## src/hdl/va_pkg.sv

```systemverilog
// Package for the 3D vector angle block: widths, pipeline structs and the
// arctangent table used by the CORDIC cells. No dependencies.
`timescale 1ns / 1ps
`default_nettype none

package va_pkg;

    localparam int COMPONENT_WIDTH = 16;
    localparam int ANGLE_FRAC_BITS = 13;
    localparam int ANGLE_W         = ANGLE_FRAC_BITS + 2;

    localparam int PROD_W       = 2 * COMPONENT_WIDTH;
    localparam int MAG_W        = 2 * COMPONENT_WIDTH;
    localparam int LEN_W        = $clog2(MAG_W + 1);
    localparam int NORM_W       = 31;
    localparam int DP_W         = 64;
    localparam int SQRT_STEPS   = 32;
    localparam int CORDIC_ITERS = 40;
    localparam int TAB_FRAC     = 60;
    localparam int LEG_SCALE    = 24;
    localparam int ROUND_SHIFT  = TAB_FRAC - ANGLE_FRAC_BITS;
    localparam int SHIFT_W      = 6;

    typedef struct packed {
        logic vld;
        logic degen;
        logic dneg;
    } va_tag_t;

    typedef struct packed {
        logic [DP_W-1:0]   rem;
        logic [DP_W-1:0]   root;
        logic [NORM_W-1:0] dmag;
    } sqrt_data_t;

    typedef struct packed {
        logic signed [DP_W-1:0] x;
        logic signed [DP_W-1:0] y;
        logic signed [DP_W-1:0] z;
    } cordic_data_t;

    typedef logic [CORDIC_ITERS-1:0][DP_W-1:0] atan_tab_t;

    // Restoring long division, evaluated at elaboration only.
    function automatic logic [63:0] cdiv(input logic [63:0] num, input logic [63:0] den);
        logic [64:0] rem;
        logic [63:0] q;
        rem = '0;
        q   = '0;
        for (int i = 63; i >= 0; i--) begin
            rem = {rem[63:0], num[i]};
            if (rem >= {1'b0, den}) begin
                rem  = rem - {1'b0, den};
                q[i] = 1'b1;
            end
        end
        return q;
    endfunction

    // atan(1/n) in Q60 from its alternating series, truncating each term.
    function automatic logic [63:0] atan_recip(input logic [63:0] n);
        logic [63:0] t;
        logic [63:0] s;
        logic [63:0] k;
        logic        done;
        t    = cdiv(64'd1 << TAB_FRAC, n);
        s    = t;
        k    = 64'd1;
        done = 1'b0;
        for (int j = 0; j < 64; j++) begin
            if (!done) begin
                t = cdiv(cdiv(t, n), n);
                if (t == 64'd0) begin
                    done = 1'b1;
                end
                else begin
                    if (k[0]) s = s - cdiv(t, 64'd2 * k + 64'd1);
                    else      s = s + cdiv(t, 64'd2 * k + 64'd1);
                    k = k + 64'd1;
                end
            end
        end
        return s;
    endfunction

    function automatic atan_tab_t build_atan_tab();
        atan_tab_t tab;
        tab[0] = (atan_recip(64'd5) << 2) - atan_recip(64'd239);
        for (int i = 1; i < CORDIC_ITERS; i++) begin
            tab[i] = atan_recip(64'd1 << i);
        end
        return tab;
    endfunction

    localparam atan_tab_t   ATAN_TAB   = build_atan_tab();
    localparam logic [63:0] HALF_PI    = ATAN_TAB[0] << 1;
    localparam logic [63:0] PI_Q60     = ATAN_TAB[0] << 2;
    localparam logic [63:0] ROUND_HALF = 64'd1 << (ROUND_SHIFT - 1);
    localparam logic [63:0] PI_SUM     = PI_Q60 + ROUND_HALF;
    localparam logic [ANGLE_W-1:0] ANGLE_PI_Q = ANGLE_W'(PI_SUM >> ROUND_SHIFT);

endpackage

`default_nettype wire

```

## src/hdl/va_sqrt_cell.sv

```systemverilog
// One digit cell of the pipelined integer square root.
// Depends on va_pkg.
`timescale 1ns / 1ps
`default_nettype none

module va_sqrt_cell (
    input  wire logic                          clk,
    input  wire logic                          rst_n,
    input  wire logic                          en,
    input  wire logic [va_pkg::SHIFT_W-1:0]    shift_pos,
    input  wire va_pkg::va_tag_t               tag_in,
    input  wire va_pkg::sqrt_data_t            data_in,
    output va_pkg::va_tag_t                    tag_out,
    output va_pkg::sqrt_data_t                 data_out
);

    va_pkg::va_tag_t    tag_reg;
    va_pkg::sqrt_data_t data_reg;
    va_pkg::sqrt_data_t data_next;
    logic [va_pkg::DP_W-1:0] bitv;
    logic [va_pkg::DP_W-1:0] trial;

    always_comb
    begin
        bitv      = 64'd1 << shift_pos;
        trial     = data_in.root + bitv;
        data_next = data_in;
        if (data_in.rem >= trial)
        begin
            data_next.rem  = data_in.rem - trial;
            data_next.root = (data_in.root >> 1) + bitv;
        end
        else
        begin
            data_next.root = data_in.root >> 1;
        end
    end

    always_ff @(posedge clk or negedge rst_n)
    begin
        if (!rst_n)
            tag_reg <= '0;
        else if (en)
            tag_reg <= tag_in;
    end

    always_ff @(posedge clk)
    begin
        if (en)
            data_reg <= data_next;
    end

    assign tag_out  = tag_reg;
    assign data_out = data_reg;

endmodule

`default_nettype wire

```

## config.mk

```make
export PLATFORM = sky130hd
export DESIGN_NAME = va_sqrt_cell
export DESIGN_NICKNAME = d
export VERILOG_FILES = /design/src/hdl/va_pkg.sv /design/src/hdl/va_sqrt_cell.sv
export SDC_FILE = /design/constraint.sdc
export NUM_CORES = 1
export LEC_CHECK = 0
export ABC_AREA = 1
export BUFFER_PORTS_ARGS = -buffer_cell sky130_fd_sc_hd__buf_2
export CORE_AREA = 2 2 249 251
export CTS_CLUSTER_SIZE = 16
export DETAILED_ROUTE_END_ITERATION = 10
export DIE_AREA = 0 0 251 253
export GPL_ROUTABILITY_DRIVEN = 1
export HOLD_SLACK_MARGIN = 0.03
export PLACE_DENSITY = 0.52
export SETUP_SLACK_MARGIN = 0.1
export SKIP_LAST_GASP = 1
export SYNTH_ARGS = -nofsm -noshare
export SYNTH_HDL_FRONTEND = slang
export SYNTH_SLANG_ARGS = --single-unit
```

## constraint.sdc

```tcl
create_clock -name clk -period 0.8 [get_ports clk]
set_clock_uncertainty 0.05 [all_clocks]
set_input_delay 0.08 -clock clk [delete_from_list [all_inputs] [get_ports clk]]
set_output_delay 0.08 -clock clk [all_outputs]
set_load 0.01 [all_outputs]
```

==> out/qor.csv <==
stage,metric,value,unit
critical_path,path_buf_inv,9,
die,ioPinCount,333,
critical_path,cp.required,1.01,ns
final_layout,seqCellArea,0.00485,mm^2
die,coreArea,0.0610,mm^2
power,cellLeakagePower,19.3,nW
global_route,antenna_found_initial,0,
synthesis,synth_edf_count,159,
timing,worst_pin_slew,0.503,ns
timing,finalCriticalPeriod,4.32,ns
timing,hold_viol,25,
critical_path,slowest_delay,0.31,ns
run_status,status,"finished, violations left",
drt,avgRoutedWirePerCell,19.1,um
timing,min_period_over_period,540,%
synthesis,ys_seq_elements,162,
timing,finalWorstSetupSlack,-3.52,ns
timing,max_slew_margin,66.1,%
global_route,grt_pass1_wl,162000,um
clock_tree,cts_tree,built,
power,power_density,1050,mW/mm^2
synthesis,yosysSeqAreaShare,23.0,%
final_layout,num_antenna_cells,0,
drt,drt_iter0_markers,1749,
synthesis,yosys_warnings,0,
synthesis,synth_cell_types,57,
synthesis,synth_flop_cell,edfxtp_1,
timing,maxSlewViolCount,0,
global_route,track_usage,33.6,%
final_layout,drive_gt1_share,50.1,%
die,initial_core_util,34.6,%
synthesis,async_flop_share,1.85,%
die,die_area,0.0635,mm^2
synthesis,syn_area,0.0211,mm^2
final_layout,nNetsFinal,5336,
critical_path,cp-end-kind,flop,
final_layout,multi_input_area,0.0186,mm^2
global_route,met2_usage,57.0,%
clock_tree,clk_pin_slew,0.08,ns
global_route,grt_max_degree,28,
final_layout,area_growth_syn_to_layout,89.5,%
timing,fmax,231,MHz
timing,hold_ws,-0.127,ns
synthesis,syn_avg_cell_area,6.31,um^2
clock_tree,cts_root_buf,clkbuf_16,
drt,drc,0,
global_route,grt_busiest_layer,met2,
critical_path,critPathArrivalTime,4.53,ns
drt,ant_nets,0,
final_layout,fin_util,65.5,%
die,fp.dieH,253,um
die,rows,91,
clock_tree,cts_buffers,17,
place,routabilityCongestion,1.03,
clock_tree,clk_path_buf_depth,2,
place,port_buffers,332,
synthesis,synthCells,3344,
final_layout,fillers,5411,
timing,rsz0062_at_grt,yes,
clock_tree,h-tree-depth,4,
drt,dr.pass1.iters,5,
clock_tree,ctsHoldBuffers,97,
global_route,use_met1,41.8,%
job,max-cap-violations,0,
drt,vias_per_cell,5.06,
global_route,gr-total-overflow,0,
global_route,grt_pass1_vias,29038,
final_layout,layout_common_cells,"buf_4 (1143), nand2_1 (736), inv_1 (369)",
global_route,grt_util_met3,3.09,%
hold_path,hold_class,input port to flop,
critical_path,crit_fanout,8,
drt,dr_total_vias,29333,
power,peakVddDrop,1850,uV
final_layout,final_common_cell,buf_4,
run_status,violations,"hold timing, setup timing",
die,die_w,251,um
critical_path,cp_top_family,simple AND/OR/NAND/NOR gates,
clock_tree,clock_sinks,162,
power,p_total,42.1,mW
critical_path,critPathKind,input port to flop,
clock_tree,clk_latency,0.51,ns
drt,drt_wl_total,111000,um
timing,final-setup-viol-count,293,
critical_path,crit_slowest_cell,a211oi_2,
critical_path,worstSetupStartpointType,input port,
synthesis,synth_fp_nets,3682,
place,detailed_place_hpwl,86800,um
-- layer usage --
layer / share of wire [%] / vias up
met2: 47 / 974
li1: - / 14491
met5: 0 / -
met3: 4.6 / 269
met4: 6.0 / 0
met1: 42 / 13599
-- sequential cells by signal, indices dropped and copies added (netlist names) --
| register | count |
|---|---|
| tag_out | 3 |
| data_out | 159 |
-- synth_stat cells (3+ instances only) --
library cell | count | share of area, %
buf_4 | 14 | 0.50
o211ai_1 | 3 | 0.11
nor2_1 | 407 | 7.2
a31oi_1 | 36 | 1.1
a21o_1 | 20 | 0.71
nand2_1 | 953 | 17
o21a_1 | 26 | 0.93
xor2_1 | 46 | 1.9
nand2_2 | 26 | 0.77
or2_2 | 13 | 0.39
nor2_4 | 7 | 0.37
xnor2_1 | 65 | 2.7
buf_1 | 6 | 0.11
dfrtp_1 | 3 | 0.36
mux2_2 | 3 | 0.16
nand3_2 | 9 | 0.43
nor2_2 | 29 | 0.86
inv_2 | 16 | 0.28
o21ai_1 | 29 | 0.69
a21oi_1 | 253 | 6.0
buf_2 | 12 | 0.28
o221a_2 | 4 | 0.21
nor3_1 | 59 | 1.4
clkbuf_1 | 10 | 0.18
nor4_1 | 17 | 0.50
o21ai_0 | 211 | 5.0
ha_1 | 166 | 9.8
o31ai_1 | 4 | 0.14
nand4_1 | 43 | 1.3
o21ai_2 | 4 | 0.17
a211oi_1 | 14 | 0.50
buf_6 | 7 | 0.37
inv_1 | 410 | 7.3
nand3b_1 | 29 | 1.0
nand3_1 | 167 | 4.0
a21boi_0 | 15 | 0.53
edfxtp_1 | 159 | 23
o21bai_1 | 24 | 0.85
-- worst reg2reg max path: stages (launching register included) --
cell	delay (ns)
dfrtp_1	0.39
buf_4	0.13
mux2_2	0.25
-- final timing paths --
check                                   from            end  slack, ns  cells past startpoint
worst max-delay path            shift_pos[4]  data_out[105]      -3.52                     31
worst min-delay path            data_in[112]  data_out[112]      -0.13                      3
worst max register to register    tag_out[1]     tag_out[1]      -0.12                      2
worst min register to register    tag_out[0]     tag_out[0]       0.48                      1
max in group asynchronous              rst_n     tag_out[1]       0.13                      3
min in group asynchronous              rst_n     tag_out[0]       0.41                      3
-- area by class of cell --
class / instances / share of cell area (%)
sequential: 162 / 12.1
clock inverter: 15 / 0.416
timing repair buffer: 1685 / 33.2
clock buffer: 17 / 1.06
multi-input combinational: 2702 / 46.6
inverter: 430 / 4.14
tap: 790 / 2.47
-- report_power, final --
group | internal, mW | leakage [nW] | switching (mW)
Sequential | 10.8 | 1.59 | 0.311
Clock | 4.18 | 0.287 | 4.79
Combinational | 10.7 | 17.4 | 11.3
-- repair_timing --
item,CTS,global route
setup buffers,107,56
endpoints found under the hold margin,157,34
cloned,23,6
gates resized for setup,694,436
pin swaps,201,138
endpoints found under the setup margin,293,293
-- cells by family after synthesis --
| kind of cell | Yosys count | synth area share [%] |
|---|---|---|
| adder cells (fa/ha/maj) | 167 | 9.94 |
| XOR/XNOR | 111 | 4.61 |
| multiplexers | 3 | 0.160 |
| flip-flops | 162 | 23.0 |
| AND/OR/NAND/NOR | 1770 | 35.9 |
| buffers and inverters | 480 | 9.20 |
| AO/OA/AOI/OAI | 651 | 17.2 |
-- through the flow --
stage / hold WS (ns) / cell area, um^2 / setup slack, ns / std cells / TNS (ns)
2_1_floorplan: -0.266 / 21600 / -3.20 / 3344 / -404.06
3_3_place_gp: -0.172 / 32200 / -4.47 / 5490 / -576.37
3_5_place_dp: -0.171 / 32200 / -4.41 / 5490 / -567.33
4_1_cts: -0.158 / 37900 / -3.31 / 5749 / -478.51
5_1_grt: -0.108 / 40000 / -3.72 / 5801 / -525.45
6_report: -0.127 / 40000 / -3.52 / 5801 / -499.69
Power figures use the tool's default switching activity.
