==> src/hdl/va_pkg.sv <==
// Package for the 3D vector angle block: widths, pipeline structs and the
// arctangent table used by the CORDIC cells. No dependencies.
`timescale 1ns / 1ps
`default_nettype none

package va_pkg;

    localparam int COMPONENT_WIDTH = 16;
    localparam int ANGLE_FRAC_BITS = 13;
    localparam int ANGLE_W         = ANGLE_FRAC_BITS + 2;

    localparam int PROD_W       = 2 * COMPONENT_WIDTH;
    localparam int MAG_W        = 2 * COMPONENT_WIDTH;
    localparam int LEN_W        = $clog2(MAG_W + 1);
    localparam int NORM_W       = 31;
    localparam int DP_W         = 64;
    localparam int SQRT_STEPS   = 32;
    localparam int CORDIC_ITERS = 40;
    localparam int TAB_FRAC     = 60;
    localparam int LEG_SCALE    = 24;
    localparam int ROUND_SHIFT  = TAB_FRAC - ANGLE_FRAC_BITS;
    localparam int SHIFT_W      = 6;

    typedef struct packed {
        logic vld;
        logic degen;
        logic dneg;
    } va_tag_t;

    typedef struct packed {
        logic [DP_W-1:0]   rem;
        logic [DP_W-1:0]   root;
        logic [NORM_W-1:0] dmag;
    } sqrt_data_t;

    typedef struct packed {
        logic signed [DP_W-1:0] x;
        logic signed [DP_W-1:0] y;
        logic signed [DP_W-1:0] z;
    } cordic_data_t;

    typedef logic [CORDIC_ITERS-1:0][DP_W-1:0] atan_tab_t;

    // Restoring long division, evaluated at elaboration only.
    function automatic logic [63:0] cdiv(input logic [63:0] num, input logic [63:0] den);
        logic [64:0] rem;
        logic [63:0] q;
        rem = '0;
        q   = '0;
        for (int i = 63; i >= 0; i--) begin
            rem = {rem[63:0], num[i]};
            if (rem >= {1'b0, den}) begin
                rem  = rem - {1'b0, den};
                q[i] = 1'b1;
            end
        end
        return q;
    endfunction

    // atan(1/n) in Q60 from its alternating series, truncating each term.
    function automatic logic [63:0] atan_recip(input logic [63:0] n);
        logic [63:0] t;
        logic [63:0] s;
        logic [63:0] k;
        logic        done;
        t    = cdiv(64'd1 << TAB_FRAC, n);
        s    = t;
        k    = 64'd1;
        done = 1'b0;
        for (int j = 0; j < 64; j++) begin
            if (!done) begin
                t = cdiv(cdiv(t, n), n);
                if (t == 64'd0) begin
                    done = 1'b1;
                end
                else begin
                    if (k[0]) s = s - cdiv(t, 64'd2 * k + 64'd1);
                    else      s = s + cdiv(t, 64'd2 * k + 64'd1);
                    k = k + 64'd1;
                end
            end
        end
        return s;
    endfunction

    function automatic atan_tab_t build_atan_tab();
        atan_tab_t tab;
        tab[0] = (atan_recip(64'd5) << 2) - atan_recip(64'd239);
        for (int i = 1; i < CORDIC_ITERS; i++) begin
            tab[i] = atan_recip(64'd1 << i);
        end
        return tab;
    endfunction

    localparam atan_tab_t   ATAN_TAB   = build_atan_tab();
    localparam logic [63:0] HALF_PI    = ATAN_TAB[0] << 1;
    localparam logic [63:0] PI_Q60     = ATAN_TAB[0] << 2;
    localparam logic [63:0] ROUND_HALF = 64'd1 << (ROUND_SHIFT - 1);
    localparam logic [63:0] PI_SUM     = PI_Q60 + ROUND_HALF;
    localparam logic [ANGLE_W-1:0] ANGLE_PI_Q = ANGLE_W'(PI_SUM >> ROUND_SHIFT);

endpackage

`default_nettype wire

==> src/hdl/va_cordic_cell.sv <==
// One vectoring iteration of the CORDIC arctangent chain.
// Depends on va_pkg.
`timescale 1ns / 1ps
`default_nettype none

module va_cordic_cell (
    input  wire logic                          clk,
    input  wire logic                          rst_n,
    input  wire logic                          en,
    input  wire logic [va_pkg::SHIFT_W-1:0]    shift,
    input  wire logic [va_pkg::DP_W-1:0]       atan_step,
    input  wire va_pkg::va_tag_t               tag_in,
    input  wire va_pkg::cordic_data_t          data_in,
    output va_pkg::va_tag_t                    tag_out,
    output va_pkg::cordic_data_t               data_out
);

    va_pkg::va_tag_t      tag_reg;
    va_pkg::cordic_data_t data_reg;
    va_pkg::cordic_data_t data_next;
    logic signed [va_pkg::DP_W-1:0] xs;
    logic signed [va_pkg::DP_W-1:0] ys;

    always_comb
    begin
        xs = data_in.y >>> shift;
        ys = data_in.x >>> shift;
        if (!data_in.y[va_pkg::DP_W-1])
        begin
            data_next.x = data_in.x + xs;
            data_next.y = data_in.y - ys;
            data_next.z = data_in.z + $signed(atan_step);
        end
        else
        begin
            data_next.x = data_in.x - xs;
            data_next.y = data_in.y + ys;
            data_next.z = data_in.z - $signed(atan_step);
        end
    end

    always_ff @(posedge clk or negedge rst_n)
    begin
        if (!rst_n)
            tag_reg <= '0;
        else if (en)
            tag_reg <= tag_in;
    end

    always_ff @(posedge clk)
    begin
        if (en)
            data_reg <= data_next;
    end

    assign tag_out  = tag_reg;
    assign data_out = data_reg;

endmodule

`default_nettype wire

==> config.mk <==
export PLATFORM = sky130hd
export DESIGN_NAME = va_cordic_cell
export DESIGN_NICKNAME = d
export VERILOG_FILES = /design/src/hdl/va_pkg.sv /design/src/hdl/va_cordic_cell.sv
export SDC_FILE = /design/constraint.sdc
export NUM_CORES = 1
export LEC_CHECK = 0
export ABC_AREA = 1
export CORE_AREA = 2 2 371 373
export CTS_CLUSTER_SIZE = 14
export DETAILED_ROUTE_END_ITERATION = 8
export DIE_AREA = 0 0 373 375
export DONT_BUFFER_PORTS = 1
export MAX_ROUTING_LAYER = met4
export PLACE_DENSITY = 0.4
export SETUP_SLACK_MARGIN = 0.5
export SYNTH_ARGS = -nofsm -noshare
export SYNTH_HDL_FRONTEND = slang
export SYNTH_SLANG_ARGS = --single-unit
==> constraint.sdc <==
create_clock -name clk -period 0.98 [get_ports clk]
set_input_delay 0.147 -clock clk [delete_from_list [all_inputs] [get_ports clk]]
set_output_delay 0.147 -clock clk [all_outputs]
set_load 0.1 [all_outputs]
==> results.cfg, run 1 <==
[routing]
drc = 0
first_iter_violations = 3632
drtPass1Iterations = 6
wl_per_cell_microns = 22.0
vias = 46000
drtAntennaViolNets = 0
finalWirelength_mm = 204
routed_via_density = 4.95

[sta]
fin_crit_ns = 4.47
setup_ws_ns = -3.49
drv_slew = 0
setup_violations = 385
hold_viol = 146
rsz0062_at_grt = yes
clock_skew_ns = 0
final.setup.tns_ns = -561.12
worstMarginPinSlew_ns = 0.593
hold_slack_ns = -0.301
fin_crit_sh = 4.56
slew_headroom = 0.603
max_freq_mhz = 224

[power]
p_leak_uw = 0.0280
vdd_ir_drop_max_mv = 1.73
powerDensity_mw_per_mm2 = 1550

[die]
core_sq_mm = 0.136
rows = 136
io_pins = 463
initial_core_util = 0.248
dieArea_sq_mm = 0.140
fp.dieW_microns = 373
die_h_microns = 375

[worst_setup_path]
critPathLaunchType = input port
worstPathMaxFanout = 126
arrival_ns = 4.78
end_kind = flop
reg2reg_slack_ns = 0.19
required_ns = 1.29
critPathKind = input port to flop
slowest_stage = ha_1
slowest_delay_ns = 0.28
path_common_cell = nand2_1

[placement]
hpwl_mm = 172
portBuffers = 0
place_congestion = 1.01
placed_area_sq_mm = 0.0524
pre_cts_ws_ns = -4.48

[synthesis]
syn_area_per_cell_sq_um = 5.93
synth_edf_count = 192
async_flop_share = 0.0154
synth_warnings = 0
synth_cells = 5691
ys_seq_area_frac = 0.173
netlist_area_sq_mm = 0.0338
ys_ff_latch = 195
ys_types = 58
synth-main-ff-cell = edfxtp_1
synthesis.nets = 6168

[global_routing]
grt_first_pass_wirelength_mm = 294
grt_max_degree = 196
antenna_found_initial = 9
grt-ovfl-total = 0
gr-usage-all-layers = 0.289
grt_pass1_vias = 45000

[layout]
fillCellCount = 14500
design_area_sq_mm = 0.0588
nNetsFinal = 7937
fin_util = 0.432
syn_to_final_growth_pct = 74.2
drive_above_1_share = 0.419
layout_commonest_cell = buf_4
final_cell_mix = 1679 x buf_4, 1403 x nand2_1, 791 x nand3_1, 500 x inv_1, 419 x nor2_1

[clock_tree]
clkTransAtPathRegs_ns = 0.09
cts.sinks = 195
root_buffer = clkbuf_16
clock_path_buffers = 2
cts_max_level = 4
hold_buffers = 4
cts_made_buffers = 17
clkLatencyLatePin_ns = 0.55
tritoncts = built

[worst_hold_path]
hp-class = input port to flop

[job]
drv_cap = 0

[run_status]
outcome = complete, but fails checks
violations = negative hold slack, negative setup slack
cell usage after synthesis (25+ instances only):
master,count,area [sq um]
nand3_1,1055,5280
nand2_2,64,400
nand4_1,42,263
o21ai_0,179,896
a21oi_1,309,1550
nor3_1,41,205
a21o_1,25,188
clkbuf_1,40,150
buf_2,87,435
edfxtp_1,192,5770
o21ai_1,31,155
nor2_1,558,2090
nor4_1,39,244
nand2_1,1577,5920
a31oi_1,89,557
ha_1,206,2580
nor2_2,38,238
inv_1,536,2010
xnor2_1,112,981
buf_1,45,169
nand3_2,34,340
xor2_1,198,1730
cell type report:
type	count	area (sq um)	area share
multi-input cells	4737	30200	0.513
repair buffers	1944	17700	0.301
flip-flops and latches	195	5840	0.0993
well taps	1794	2240	0.0382
inverters	563	2180	0.0371
clock buffers	17	425	0.00723
clock inverters	15	219	0.00372
repair inverters	2	36.3	0.000617
diodes	11	27.5	0.000468
sequential cells by signal (all words and copies together) (netlist names):
register,flops
data_out,192
tag_out,3
cells by family after synthesis:
kind of cell    share of synthesized area
xor+xnor                           0.0804
compound gates                      0.121
mux                               0.00100
simple gates                        0.454
fa+ha+maj                          0.0781
flops                               0.173
buf+inv                            0.0927
per-stage QoR:
| stage | hold slack (ns) | std cells | power [uW] |
|---|---|---|---|
| finish | -0.301 | 9278 | 90900 |
| global route | -0.330 | 9275 | 95400 |
| floorplan | -0.149 | 5691 | 47300 |
| CTS | -0.335 | 9219 | 88400 |
| detailed placement | -0.148 | 9154 | 77200 |
| global placement | -0.148 | 9154 | 77500 |
worst max-delay path: cells and delay by family:
kind,cells,cell delay [ns]
xor+xnor,1,0.13
simple gates,15,1.36
compound gates,8,1.19
buf+inv,10,1.47
fa+ha+maj,1,0.28
repair_timing:
item	4_1_cts	5_1_grt
pin swaps	78	146
endpoints found under the setup margin	389	389
gates resized for setup	505	594
cloned	4	10
endpoints found under the hold margin	213	207
buffers inserted	25	38
power breakdown:
group / total, uW / switching, uW / internal [uW] / leakage, uW
Combinational: 68300 / 40100 / 28200 / 0.0257
Sequential: 14100 / 1740 / 12400 / 0.00191
Clock: 8490 / 4150 / 4350 / 0.000314
Total: 90900 / 46000 / 44900 / 0.0280
worst paths after layout:
check                      cells past startpoint                   start                 endpoint
min in group asynchronous                      1                   rst_n   tag_out[0]$_DFFE_PN0P_
hold reg to reg                                1  tag_out[1]$_DFFE_PN0P_   tag_out[1]$_DFFE_PN0P_
setup / recovery                              35                shift[1]  data_out[182]$_DFFE_PP_
hold / removal                                 0                      en   data_out[96]$_DFFE_PP_
max in group asynchronous                      1                   rst_n   tag_out[2]$_DFFE_PN0P_
setup reg to reg                               1  tag_out[2]$_DFFE_PN0P_   tag_out[2]$_DFFE_PN0P_
per-layer routing:
metal,global-route usage,up-vias,part of all wire
met3,0.0384,230,0.056
met5,-,-,0
met1,0.373,21800,0.45
met2,0.465,1344,0.46
li1,-,22600,-
met4,0.0969,0,0.035
Power figures use the tool's default switching activity.
==> run 2: changes to the inputs <==
TNS_END_PERCENT = 1   (was not set)
clock period = 5 ns   (was 0.98 ns; I/O delays follow)
==> results.cfg, run 2 (synthesis results as in run 1) <==
[run_status]
outcome = finished, final reports clean

[placement]
hpwl_mm = 161
portBuffers = 0
place_congestion = 0.958
placed_area_sq_mm = 0.0450

[worst_setup_path]
worstPathMaxFanout = 131
reg2reg_from = tag_out[2]$_DFFE_PN0P_
arrival_ns = 5.26
slowest_delay_ns = 0.36
cp.buffers_inverters = 6
critPathKind = input port to flop
reg2reg_to = tag_out[2]$_DFFE_PN0P_
path_common_cell = nand2_1
critPathTopFamily = simple AND/OR/NAND/NOR gates
end_kind = flop
reg2reg_depth = 1
critPathLaunchType = input port
slowest_stage = ha_1
reg2reg_slack_ns = 3.71
required_ns = 5.32

[global_routing]
grt_pass1_vias = 41500
grt-ovfl-total = 0
antenna_found_initial = 11
gr-usage-all-layers = 0.272
grt_max_degree = 196
grt_first_pass_wirelength_mm = 274

[clock_tree]
cts_max_level = 4
root_buffer = clkbuf_16
clock_path_buffers = 2
cts.sinks = 195
clkTransAtPathRegs_ns = 0.08
tritoncts = built
cts_made_buffers = 17
clkLatencyLatePin_ns = 0.58

[die]
initial_core_util = 0.248
rows = 136
die_h_microns = 375
io_pins = 463
core_sq_mm = 0.136
dieArea_sq_mm = 0.140
fp.dieW_microns = 373

[sta]
setup_violations = 0
worstMarginPinSlew_ns = 1.06
drv_slew = 0
hold_slack_ns = 0.296
clock_skew_ns = 0
fin_crit_sh = 0.988
hold_viol = 0
fin_crit_ns = 4.94
slew_headroom = 0.296
max_freq_mhz = 202
rsz0062_at_grt = yes

[layout]
design_area_sq_mm = 0.0472
syn_to_final_growth_pct = 39.7
fillCellCount = 15200
layout_commonest_cell = nand2_1
final_cell_mix = 1522 x nand2_1, 1257 x buf_4, 992 x nand3_1, 529 x inv_1, 503 x nor2_1
drive_above_1_share = 0.265
nNetsFinal = 7283
largest_register_ffs = 192

[routing]
vias = 43000
drc = 0
drtAntennaViolNets = 0
drtPass1Iterations = 8
finalWirelength_mm = 191
first_iter_violations = 3829
routed_via_density = 4.99
wl_per_cell_microns = 22.1

[worst_hold_path]
hp-class = input port to flop
hold_start = en
min_path_cells = 0
hold-path-endpoint = data_out[122]$_DFFE_PP_

[job]
drv_cap = 0

[power]
p_leak_uw = 0.0229
vdd_ir_drop_max_mv = 0.311
powerDensity_mw_per_mm2 = 306
run 2: cell types whose count changed in the layout (fill, tap and decap cells not counted), sizes merged:
cell         before   now
buf            1932  1290
bufinv            4     0
clkbuf           24    21
clkinv            8     6
clkinvlp          1     2
diode            11     9
dlygate4sd3       4     1
inv             567   566
run 2: through the flow:
stage	instances	total power [uW]	worst slack, ns	TNS (ns)	utilization
6_report	8622	14500	0.0602	0	0.346
5_1_grt	8620	15300	-0.154	-2.27	0.346
4_1_cts	8604	14400	0.254	0	0.340
2_1_floorplan	5691	9100	0.452	0	-
3_5_place_dp	8565	12600	-0.895	-46.75	0.330
3_3_place_gp	8565	12600	-0.946	-48.57	0.330
run 2: layout make-up:
type                            instances  area (sq um)  share of cell area
Inverter                              563          2140              0.0453
Sequential cell                       195          5840               0.124
Timing Repair Buffer                 1292         10100               0.214
Tap cell                             1794          2240              0.0476
Clock inverter                         11          96.3             0.00204
Antenna cell                            9          22.5            0.000477
Clock buffer                           21           440             0.00933
Multi-Input combinational cell       4737         26300               0.557
run 2: repair_timing:
action / 4_1_cts / 5_1_grt
resized for setup: 197 / 181
endpoints found under the setup margin: 83 / 114
cloned: 1 / 0
hold buffers: 1 / 0
buffers inserted: 5 / 9
hold endpoints to repair: 3 / 0
pin swaps: 30 / 33
run 2: worst max path at each step:
| stage | startpoint | endpoint | slack [ns] | cells past startpoint |
|---|---|---|---|---|
| 2_1_floorplan | shift[0] | data_out[101]$_DFFE_PP_ | 0.45 | 28 |
| 3_3_place_gp | shift[0] | data_out[187]$_DFFE_PP_ | -0.95 | 32 |
| 3_5_place_dp | shift[0] | data_out[187]$_DFFE_PP_ | -0.89 | 32 |
| 4_1_cts | shift[0] | data_out[116]$_DFFE_PP_ | 0.25 | 35 |
| 5_1_grt | shift[0] | data_out[190]$_DFFE_PP_ | -0.15 | 35 |
| 6_report | shift[0] | data_out[179]$_DFFE_PP_ | 0.06 | 32 |
run 2: routing by layer:
metal  track usage  share of wire  vias to the layer above
met5             -              0                        -
met4        0.0974          0.039                        0
met3        0.0412          0.060                      247
met2         0.428           0.45                     1434
met1         0.351           0.45                    20000
li1              -              -                    21300
run 2: power by group:
group | switching [uW] | internal, uW
sequential | 3190 | 2440
clock | 891 | 652
combinational | 4060 | 3220
