<file path="src/hdl/va_pkg.sv">
// Package for the 3D vector angle block: widths, pipeline structs and the
// arctangent table used by the CORDIC cells. No dependencies.
`timescale 1ns / 1ps
`default_nettype none

package va_pkg;

    localparam int COMPONENT_WIDTH = 16;
    localparam int ANGLE_FRAC_BITS = 13;
    localparam int ANGLE_W         = ANGLE_FRAC_BITS + 2;

    localparam int PROD_W       = 2 * COMPONENT_WIDTH;
    localparam int MAG_W        = 2 * COMPONENT_WIDTH;
    localparam int LEN_W        = $clog2(MAG_W + 1);
    localparam int NORM_W       = 31;
    localparam int DP_W         = 64;
    localparam int SQRT_STEPS   = 32;
    localparam int CORDIC_ITERS = 40;
    localparam int TAB_FRAC     = 60;
    localparam int LEG_SCALE    = 24;
    localparam int ROUND_SHIFT  = TAB_FRAC - ANGLE_FRAC_BITS;
    localparam int SHIFT_W      = 6;

    typedef struct packed {
        logic vld;
        logic degen;
        logic dneg;
    } va_tag_t;

    typedef struct packed {
        logic [DP_W-1:0]   rem;
        logic [DP_W-1:0]   root;
        logic [NORM_W-1:0] dmag;
    } sqrt_data_t;

    typedef struct packed {
        logic signed [DP_W-1:0] x;
        logic signed [DP_W-1:0] y;
        logic signed [DP_W-1:0] z;
    } cordic_data_t;

    typedef logic [CORDIC_ITERS-1:0][DP_W-1:0] atan_tab_t;

    // Restoring long division, evaluated at elaboration only.
    function automatic logic [63:0] cdiv(input logic [63:0] num, input logic [63:0] den);
        logic [64:0] rem;
        logic [63:0] q;
        rem = '0;
        q   = '0;
        for (int i = 63; i >= 0; i--) begin
            rem = {rem[63:0], num[i]};
            if (rem >= {1'b0, den}) begin
                rem  = rem - {1'b0, den};
                q[i] = 1'b1;
            end
        end
        return q;
    endfunction

    // atan(1/n) in Q60 from its alternating series, truncating each term.
    function automatic logic [63:0] atan_recip(input logic [63:0] n);
        logic [63:0] t;
        logic [63:0] s;
        logic [63:0] k;
        logic        done;
        t    = cdiv(64'd1 << TAB_FRAC, n);
        s    = t;
        k    = 64'd1;
        done = 1'b0;
        for (int j = 0; j < 64; j++) begin
            if (!done) begin
                t = cdiv(cdiv(t, n), n);
                if (t == 64'd0) begin
                    done = 1'b1;
                end
                else begin
                    if (k[0]) s = s - cdiv(t, 64'd2 * k + 64'd1);
                    else      s = s + cdiv(t, 64'd2 * k + 64'd1);
                    k = k + 64'd1;
                end
            end
        end
        return s;
    endfunction

    function automatic atan_tab_t build_atan_tab();
        atan_tab_t tab;
        tab[0] = (atan_recip(64'd5) << 2) - atan_recip(64'd239);
        for (int i = 1; i < CORDIC_ITERS; i++) begin
            tab[i] = atan_recip(64'd1 << i);
        end
        return tab;
    endfunction

    localparam atan_tab_t   ATAN_TAB   = build_atan_tab();
    localparam logic [63:0] HALF_PI    = ATAN_TAB[0] << 1;
    localparam logic [63:0] PI_Q60     = ATAN_TAB[0] << 2;
    localparam logic [63:0] ROUND_HALF = 64'd1 << (ROUND_SHIFT - 1);
    localparam logic [63:0] PI_SUM     = PI_Q60 + ROUND_HALF;
    localparam logic [ANGLE_W-1:0] ANGLE_PI_Q = ANGLE_W'(PI_SUM >> ROUND_SHIFT);

endpackage

`default_nettype wire

</file>
<file path="src/hdl/va_back.sv">
// Back end: clamp and fold of the CORDIC angle, then rounding to the output format; degenerate pairs get a zero angle.
// Depends on va_pkg.
`timescale 1ns / 1ps
`default_nettype none

module va_back (
    input  wire logic                              clk,
    input  wire logic                              rst_n,
    input  wire logic                              en,
    input  wire va_pkg::va_tag_t                   tag_in,
    input  wire logic signed [va_pkg::DP_W-1:0]    z_in,
    output va_pkg::va_tag_t                        tag_out,
    output logic [va_pkg::ANGLE_W-1:0]             angle
);

    va_pkg::va_tag_t tag_a_reg;
    va_pkg::va_tag_t tag_b_reg;
    logic [va_pkg::DP_W-1:0]    z_a_reg;
    logic [va_pkg::ANGLE_W-1:0] angle_reg;
    logic [va_pkg::DP_W-1:0]    z_clamp;
    logic [va_pkg::DP_W-1:0]    z_a_next;
    logic [va_pkg::DP_W-1:0]    z_round;

    always_comb
    begin
        if (z_in[va_pkg::DP_W-1])
            z_clamp = '0;
        else if (z_in > $signed(va_pkg::HALF_PI))
            z_clamp = va_pkg::HALF_PI;
        else
            z_clamp = z_in;
        z_a_next = tag_in.dneg ? va_pkg::PI_Q60 - z_clamp : z_clamp;
        z_round  = (z_a_reg + va_pkg::ROUND_HALF) >> va_pkg::ROUND_SHIFT;
    end

    always_ff @(posedge clk or negedge rst_n)
    begin
        if (!rst_n)
        begin
            tag_a_reg <= '0;
            tag_b_reg <= '0;
        end
        else if (en)
        begin
            tag_a_reg <= tag_in;
            tag_b_reg <= tag_a_reg;
        end
    end

    always_ff @(posedge clk)
    begin
        if (en)
        begin
            z_a_reg   <= z_a_next;
            angle_reg <= tag_a_reg.degen ? '0 : va_pkg::ANGLE_W'(z_round);
        end
    end

    assign tag_out = tag_b_reg;
    assign angle   = angle_reg;

endmodule

`default_nettype wire

</file>
<file path="config.mk">
export PLATFORM = sky130hd
export DESIGN_NAME = va_back
export DESIGN_NICKNAME = d
export VERILOG_FILES = /design/src/hdl/va_pkg.sv /design/src/hdl/va_back.sv
export SDC_FILE = /design/constraint.sdc
export NUM_CORES = 1
export LEC_CHECK = 0
export BUFFER_PORTS_ARGS = -buffer_cell sky130_fd_sc_hd__buf_2
export CORE_MARGIN = 5
export CORE_UTILIZATION = 53
export CTS_BUF_LIST = sky130_fd_sc_hd__clkbuf_4 sky130_fd_sc_hd__clkbuf_8
export DETAILED_ROUTE_END_ITERATION = 16
export GPL_TIMING_DRIVEN = 1
export PLACE_DENSITY_LB_ADDON = 0.15
export SYNTH_ARGS = -nofsm -noshare
export SYNTH_HDL_FRONTEND = slang
export SYNTH_SLANG_ARGS = --single-unit
</file>
<file path="constraint.sdc">
create_clock -name clk -period 3.6 [get_ports clk]
set_input_delay 0.54 -clock clk [delete_from_list [all_inputs] [get_ports clk]]
set_output_delay 0.54 -clock clk [all_outputs]
set_load 0.01 [all_outputs]
</file>
==> metrics.md, run 1 <==
| Metric | Value |
|---|---|
| Outcome | finished, final reports clean |
| Clock sinks | 37 |
| CTS tree | done |
| Synth Warn # | 0 |
| Pin count of the biggest net entering global routing | 38 |
| Post-synthesis cell area | ~3500 um2 |
| Tcrit/Tclk final | 0.970 |
| Clock-pin transition on the worst setup and hold timing paths | ~0.070 ns |
| DIE WIDTH | 91.2 um |
| RSZ-0062 raised after global routing | no |
| Synth Register Bits | 37 |
| EDFF count, synth | 31 |
| Commonest non-fill, non-tap cell in the layout | buf_2 |
| Standard-cell rows | 29 |
| Gr ovfl total | 0 |
| FMAX | 286 MHz |
| Most frequent cells in the layout | buf_2, nor2_1, o21ai_0, a21oi_1, edfxtp_1 |
| N_diodes | 0 |
| RR Endpoint | angle[14] |
| Synth area leaders | edfxtp_1, nor2_1, a21oi_1, o21ai_0, dfrtp_1 |
| Clk_lat worst skew | 0.29 ns |
| Critical R2R Launch | z_a_reg[49] |
| Switch Pwr | about 0.00036 W |
| Vias/cell | 6.47 |
| H-tree Lvls | 2 |
| Sw Ratio | 0.300 |
| Post-synth top area share | 0.266 |
| Die H | 91.2 um |
| Slew @ Worst Pin | 0.826 ns |
| HP Class | input pin to async pin |
| Routed Antenna Nets | 0 |
| R2r setup slk | 1.36 ns |
| Slew margin rel. | 0.449 |
| Post-layout min period | around 3.5 ns |
| Post-Synthesis Cells | between 400 and 500 |
| 1st-iter DRT viols | 382 |
| Global-route wire length before repair | 18000 um |
| Final instance area | approximately 4100 um2 |
| GP Congestion | 0.973 |
| Share of layout cells above drive strength 1 | 0.245 |
| Max reg flops | 16 |
| Pwr dens | 293 nW/um2 |
| Final setup fails | 0 |
| FFs w/ async S/R, synth | 0.162 |
| Mapped Nets | about 520 |
| Leakage | 1.53 nW |
| Register area share after synthesis | 0.309 |
| Total core area | about 6400 um2 |
| GRT Total Usage | 0.265 |
| Critical Path Start Type | input pin |
| CTS Hold Buffers Added | 0 |
| Peak VDD IR | 0.000341 V |
| Max Slew Vio Count | 0 |
| Critical path class | input pin to flop |
| Longest Clk Path Bufs | 2 |
| Die area | 8320 um2 |
| Setup TNS | 0 ns |
| WL final | 11400 um |
| DPL Wire Length | roughly 9000 um |
| Post-DP Area | roughly 4000 um2 |
| Largest area contributor in the netlist | edfxtp_1 |
| DRC violations left | 0 |
| # fillers | 583 |
| Fin. Hold Viols | 0 |
| Placed cells | about 600 |
| CP endpoint kind | flop |
| Max cap viols | 0 |
| CTS Buf Count | 5 |
| Initial core utilization | 0.547 |
| Final Skew | 0.00171 ns |
| Synth unique cells | 68 |
| Combinational group share of total power | 0.256 |
| Top FF cell, synth | edfxtp_1 |
| Syn avg cell area | 7.86 um2 |
| Worst EP required | around 3.7 ns |
| Fin nets | 600 |
| Boundary pin count | slightly below 90 |
| Vias in the first global route | approximately 3600 |
| PortBufs | 87 |
| Root Buffer | clkbuf_8 |
| Layout Cells excl Fill | between 600 and 700 |
| Wire length per cell | 18.8 um |
| Sequential share of power | 0.448 |
| Crit-path max FO | 7 |
| DR vias | 3926 |
| Drt first pass iters | 5 |
| Worst Path Arrival | 3.61 ns |
| Clock Power Share | 0.296 |
| Setup bufs post-CTS | 0 |
| P_int | 0.000847 W |
| R2R cell count | 9 |
| Area delta synth->final | 18.2% |
| Initial antenna violation count | 0 |
-- power by group through the flow --
stage	Sequential (W)	Combinational (W)	Clock (W)
finish	0.000542	0.000310	0.000358
global route	0.000547	0.000341	0.000380
CTS	0.000541	0.000306	0.000362
detailed placement	0.000550	0.000304	0
global placement	0.000547	0.000299	0
floorplan	0.000548	0.000165	0
-- per-stage QoR --
| stage | power [W] | worst slack (ns) | hold WS (ns) | util |
|---|---|---|---|---|
| 2_1_floorplan | 0.000714 | 0.272 | 0.244 | - |
| 3_3_place_gp | 0.000847 | 0.0477 | 0.363 | 0.630 |
| 3_5_place_dp | 0.000854 | -0.0539 | 0.364 | 0.630 |
| 4_1_cts | 0.00121 | 0.249 | 0.0506 | 0.647 |
| 5_1_grt | 0.00127 | 0.0536 | 0.0501 | 0.647 |
| 6_report | 0.00121 | 0.107 | 0.0530 | 0.647 |
-- worst max-delay path by stage --
stage	start	endpoint	slack, ns	depth (start not counted)
2_1_floorplan	z_in[24]	z_a_reg[49]	0.27	9
3_3_place_gp	z_in[24]	z_a_reg[49]	0.05	10
3_5_place_dp	z_in[24]	z_a_reg[49]	-0.05	10
4_1_cts	z_in[24]	z_a_reg[49]	0.25	10
5_1_grt	z_in[24]	z_a_reg[47]	0.05	10
6_report	z_in[24]	z_a_reg[47]	0.11	10
-- repair_timing --
action / 4_1_cts / 5_1_grt
setup endpoints to repair: 0 / 1
endpoints found under the hold margin: 0 / 0
resized for setup: 0 / 1
-- metal layers --
layer,part of all wire,track usage
met1,0.42,0.375
met2,0.47,0.416
met3,0.094,0.0488
met4,0.016,0.0709
met5,0,0
-- cell usage after synthesis, drive strengths merged, types with 3 or more instances --
master and n:
nand2b 6, a21o 5, a31oi 4, or2 3, dfrtp 6, nand2 29, o2111ai 5, a2111oi 5
nor3b 3, o21a 3, a211o 4, and3 6, xor2 12, a211oi 8, xnor2 6, mux2 6
nand3 27, edfxtp 31, nor3 16, or3 14, o21ai 34, o211ai 8, and2 4, nand4 9
clkbuf 16, inv 13, nor2b 9, buf 6, or4 7, nor4 10, nor2 61, o31ai 4
a21oi 33
-- logic make-up (layout without fill, tap and decap cells) --
kind of cell,count (synthesis),in the layout,synth area share
adders and majority gates,1,1,0.00358
AOI/OAI and AO/OA,132,132,0.254
muxes,6,6,0.0193
DFF,37,37,0.309
xor gates and xnor gates,18,18,0.0451
buffers and inverters,36,121,0.0426
and+or+nand+nor,215,215,0.326
-- final cells by class --
class | instances | area (um2) | share of cell area
Clock buffer | 6 | 76.3 | 0.0185
Clock inverter | 2 | 33.8 | 0.00817
Inverter | 14 | 52.6 | 0.0127
Multi-Input combinational cell | 372 | 2270 | 0.549
Sequential cell | 37 | 1080 | 0.262
Tap cell | 77 | 96.3 | 0.0233
Timing Repair Buffer | 99 | 526 | 0.127
-- critical path, stage by stage --
cell and delay [ns]:
buf_2 0.11, or4_4 0.53, or4_4 0.44, a2111oi_0 0.50, or4_4 0.25, nand3_2 0.16, a221oi_1 0.51, o21ai_0 0.17
xor2_1 0.17, a21oi_1 0.23
No activity file was read; power rests on OpenSTA's default activity.
==> run 2: changes to the inputs <==
Clock period 3.6 ns to 3.8 ns, I/O delays scaled along.
==> metrics.md, run 2 (synthesis gave the netlist of run 1 again) <==
| Metric | Value |
|---|---|
| Outcome | finished, final reports clean |
| DRC violations left | 0 |
| Fin nets | 597 |
| DPL Wire Length | 8770 um |
| Clk_lat worst skew | 0.29 ns |
| Setup TNS | 0 ns |
| Critical Path Max Stage Delay | 0.54 ns |
| Worst path top cell family by delay | simple AND/OR/NAND/NOR gates |
| Post-DP Area | 4000 um2 |
| Gr ovfl total | 0 |
| Max Slew Vio Count | 0 |
| RSZ-0062 raised after global routing | no |
| FMAX | 290 MHz |
| Final instance area | 4110 um2 |
| Crit path top cell by count | or4_4 |
| WP buf/inv | 2 |
| Leakage | 1.51 nW |
| Longest Clk Path Bufs | 2 |
| Routed Antenna Nets | 0 |
| Root Buffer | clkbuf_8 |
| Clock-pin transition on the worst setup and hold timing paths | 0.08 ns |
| Worst Path Arrival | 3.49 ns |
| HP Class | input pin to async pin |
| Critical path, cell by cell | buf_2, or4_4, or4_4, a2111oi_0, or4_4, nand3_2, buf_4, a2111oi_0, nand2b_1, nand3_1 |
| Placed cells | 596 |
| GP Congestion | between 0.9 and 1 |
| Final Skew | 0.00968 ns |
| Boundary pin count | roughly 90 |
| Critical path class | input pin to flop |
| Setup bufs post-CTS | 0 |
| Area delta synth->final | 17.5% |
| Slew @ Worst Pin | 0.793 ns |
| Clock sinks | 37 |
| Global-route wire length before repair | about 18000 um |
| DIE WIDTH | around 90 um |
| Commonest non-fill, non-tap cell in the layout | buf_2 |
| Die area | 8320 um2 |
| CP endpoint kind | flop |
| WL final | 11100 um |
| Critical Path Start Type | input pin |
| Initial core utilization | 0.547 |
| GRT Total Usage | 0.255 |
| Fin. Hold Viols | 0 |
| Initial antenna violation count | 0 |
| H-tree Lvls | 2 |
| Crit path from | z_in[24] |
| # resized after CTS | 0 |
| N_diodes | 0 |
| Most frequent cells in the layout | buf_2, nor2_1, o21ai_0, a21oi_1, edfxtp_1 |
| Vias in the first global route | 3618 |
| Slowest CP cell | or4_4 |
| CTS Hold Buffers Added | 0 |
| 1st-iter DRT viols | 343 |
| DR vias | 3919 |
| Share of layout cells above drive strength 1 | 0.241 |
| Vias/cell | 6.49 |
| Layout Cells excl Fill | 604 |
| Crit-path max FO | 7 |
| Die H | approximately 90 um |
| Post-layout min period | around 3.4 ns |
| CTS Buf Count | 5 |
| Pin count of the biggest net entering global routing | 38 |
| Max reg flops | 16 |
| Peak VDD IR | about 0.00027 V |
| Standard-cell rows | 29 |
| Tcrit/Tclk final | 0.908 |
| PortBufs | 87 |
| Wire length per cell | 18.3 um |
| Power, Total | between 0.001 and 0.0015 W |
| Slew margin rel. | 0.471 |
| Max cap viols | 0 |
| Final setup fails | 0 |
| CTS tree | done |
| Pwr dens | 277 nW/um2 |
| Critical R2R Launch | z_a_reg[49] |
| Drt first pass iters | 5 |
| Total core area | 6390 um2 |
| Worst EP required | 3.84 ns |
-- run 2: cell types whose count changed in the layout (fill, tap and decap cells not counted), sizes merged --
cell and delta:
buf -3, clkbuf -1, clkinvlp +1
-- run 2: worst register-to-register path, delay by kind of cell, from the launching register on --
kind / cells / cell delay [ns]
xor+xnor: 1 / 0.14
flops: 1 / 0.44
simple gates: 8 / 1.33
-- run 2: per-stage QoR --
stage                     hold WS, ns  utilization  setup WS (ns)
after CTS                      0.0805        0.643          0.406
final                          0.0792        0.643          0.351
after global routing           0.0758        0.643          0.200
after global placement          0.393        0.626          0.213
after floorplan                 0.274            -          0.442
after detailed placement        0.394        0.626         0.0937
-- run 2: area by class of cell --
cell class,count,area (um2)
fill,607,2280
sequential,37,1080
inverter,14,52.6
multi-input combinational,372,2270
timing repair buffer,96,503
clock buffer,5,68.8
tap,77,96.3
clock inverter,3,41.3
-- run 2: final timing paths --
kind	end	slack, ns	cells after the start
max reg2reg	angle[14]	1.62	9
min	tag_a_reg[0]	0.08	1
max in group asynchronous	tag_a_reg[1]	3.58	1
min reg2reg	tag_out[1]	0.51	1
min in group clk	tag_a_reg[1]	0.51	2
max	z_a_reg[49]	0.35	10
-- run 2: layer usage --
metal	GRT usage	routed length (um)	vias to the layer above	part of all wire
met5	0	0	-	0
met4	0.0477	174	0	0.016
met3	0.0562	1130	24	0.10
met2	0.395	4950	205	0.45
met1	0.367	4800	1835	0.43
li1	-	-	1855	-
-- run 2: where the power goes --
| group | switching [W] | total, W | internal [W] |
|---|---|---|---|
| combinational | 0.000177 | 0.000291 | 0.000113 |
| clock | 0.000144 | 0.000337 | 0.000193 |
| sequential | 0.0000256 | 0.000512 | 0.000486 |
| total | 0.000347 | 0.00114 | 0.000792 |
==> run 3: changes to the inputs <==
Settings changed: CORE_UTILIZATION 53 to 50.
Clock period 3.8 ns to 3.1 ns, I/O delays scaled along.
==> metrics.md, run 3 (synthesis gave the netlist of run 1 again) <==
| Metric | Value |
|---|---|
| Outcome | finished with violations |
| Failing checks | negative setup slack |
| H-tree Lvls | 2 |
| Fin. Hold Viols | 0 |
| Boundary pin count | 88 |
| Slew margin rel. | 0.453 |
| Pwr dens | just over 300 nW/um2 |
| Clock Power Share | 0.247 |
| Post-layout min period | approximately 3.1 ns |
| Most frequent cells in the layout | buf_2, nor2_1, buf_4 |
| Standard-cell rows | 30 |
| PortBufs | 87 |
| Final Skew | 0.00449 ns |
| RR Endpoint | angle[14] |
| CTS tree | done |
| Pre-CTS setup slack | -0.356 ns |
| Vias in the first global route | 3866 |
| Final core utilization | 0.665 |
| GRT Total Usage | 0.268 |
| Longest Clk Path Bufs | 2 |
| Die area | ~8800 um2 |
| N_diodes | 0 |
| R2R cell count | 9 |
| Power, Total | 0.00137 W |
| Final worst slack | -0.0350 ns |
| Worst Path Arrival | 3.18 ns |
| GP Congestion | 0.949 |
| Fin nets | 637 |
| # fillers | 618 |
| Leakage | 1.71 nW |
| Wire length per cell | 18.1 um |
| FMAX | roughly 320 MHz |
| Pin count of the biggest net entering global routing | 38 |
| Critical path, cell by cell | buf_6, or4_4, or4_4, o211a_1, or4_4, a31oi_1, a21oi_2, o211ai_1, xor2_1, nor2_1 |
| Final setup fails | 4 |
| DPL Wire Length | ~9300 um |
| WL final | roughly 12000 um |
| Clk_lat worst skew | 0.29 ns |
| Die H | 93.6 um |
| CTS Buf Count | 5 |
| Commonest non-fill, non-tap cell in the layout | buf_2 |
| Crit path top cell by count | or4_4 |
| Max cap viols | 0 |
| Total core area | 6790 um2 |
| Area delta synth->final | 29.2% |
| Clock-pin transition on the worst setup and hold timing paths | ~0.08 ns |
| Crit-path max FO | 5 |
| Critical Path Max Stage Delay | approximately 0.58 ns |
| Setup TNS | -0.0732 ns |
| DRC violations left | 0 |
| Clock sinks | 37 |
| Vias/cell | 6.17 |
| Worst EP required | 3.15 ns |
| Critical R2R Launch | z_a_reg[49] |
| Initial antenna violation count | 0 |
| Final instance area | 4520 um2 |
| Sw Ratio | 0.327 |
| Max Slew Vio Count | 0 |
| DR vias | 4094 |
| CP endpoint kind | flop |
| Worst setup path end | z_a_reg[58] |
| Peak VDD IR | 0.000283 V |
| Post-DP Area | 4310 um2 |
| Worst min-delay path startpoint | tag_in[1] |
| 1st-iter DRT viols | 384 |
| Share of layout cells above drive strength 1 | 0.314 |
| Max reg flops | 16 |
| Global-route wire length before repair | 18700 um |
| Critical Path Start Type | input pin |
| Combinational group share of total power | 0.294 |
| Slowest CP cell | or4_4 |
| Sequential share of power | 0.459 |
| Switch Pwr | ~0.00045 W |
| Routed Antenna Nets | 0 |
| Tcrit/Tclk final | 1.01 |
| Root Buffer | clkbuf_8 |
| Slew @ Worst Pin | around 0.82 ns |
| HP Class | input pin to flop |
| Initial core utilization | 0.515 |
| Crit path from | z_in[24] |
| P_int | 0.000920 W |
| Gr ovfl total | 0 |
| R2r setup slk | 0.91 ns |
| Drt first pass iters | 5 |
| Critical path class | input pin to flop |
| DIE WIDTH | 93.6 um |
| RSZ-0062 raised after global routing | yes |
-- run 3: cell count changes in the layout (fill, tap and decap cells not counted), sizes merged --
cell / before / now
buf: 96 / 134
and3: 6 / 7
bufinv: 1 / 0
clkinv: 2 / 3
dlygate4sd3: 0 / 1
-- run 3: how the worst min path moves through the flow --
stage,end,slack [ns],cells after the start
finish,tag_a_reg[1],0.41,2
floorplan,tag_a_reg[0],0.17,0
global route,tag_a_reg[1],0.41,2
global placement,tag_out[2],0.29,1
CTS,tag_a_reg[1],0.40,2
detailed placement,tag_out[2],0.29,1
-- run 3: power groups by stage --
stage	clock (W)	sequential, W	combinational, W
finish	0.000337	0.000628	0.000402
global route	0.000365	0.000634	0.000437
CTS	0.000338	0.000627	0.000389
detailed placement	0	0.000638	0.000381
global placement	0	0.000636	0.000373
floorplan	0	0.000637	0.000194
-- run 3: critical path: cells and delay by family --
kind                   cells  cell delay (ns)
AO/OA/AOI/OAI              4             0.83
AND/OR/NAND/NOR            4             1.63
buffers and inverters      1             0.09
XOR/XNOR                   1             0.18
-- run 3: per-stage QoR --
| step | cells | hold WS, ns |
|---|---|---|
| 5_1_grt | 663 | 0.414 |
| 3_5_place_dp | 651 | 0.293 |
| 6_report | 663 | 0.408 |
| 4_1_cts | 662 | 0.403 |
| 3_3_place_gp | 651 | 0.288 |
| 2_1_floorplan | 445 | 0.169 |
-- run 3: area by class of cell --
type                    count  area [um2]  area share
clock buffers               5        68.8      0.0152
clock inverters             3        17.5     0.00388
inverters                  14        52.6      0.0116
multi-input cells         373        2360       0.522
flip-flops and latches     37        1080       0.239
well taps                  96         120      0.0266
repair buffers            135         818       0.181
-- run 3: repair_timing --
action | 4_1_cts | 5_1_grt
hold buffers | 1 | 0
setup buffers | 1 | 1
gates resized for setup | 6 | 14
hold endpoints to repair | 6 | 0
gates cloned | 1 | 0
pin swaps | 1 | 1
endpoints found under the setup margin | 5 | 10
-- run 3: per-layer routing --
layer | wire, um | vias to the layer above | track usage
met1 | 5240 | 1928 | 0.383
li1 | - | 1942 | -
met2 | 5670 | 211 | 0.437
met3 | 1010 | 13 | 0.0386
met5 | 0 | - | 0
met4 | 80 | 0 | 0.0457
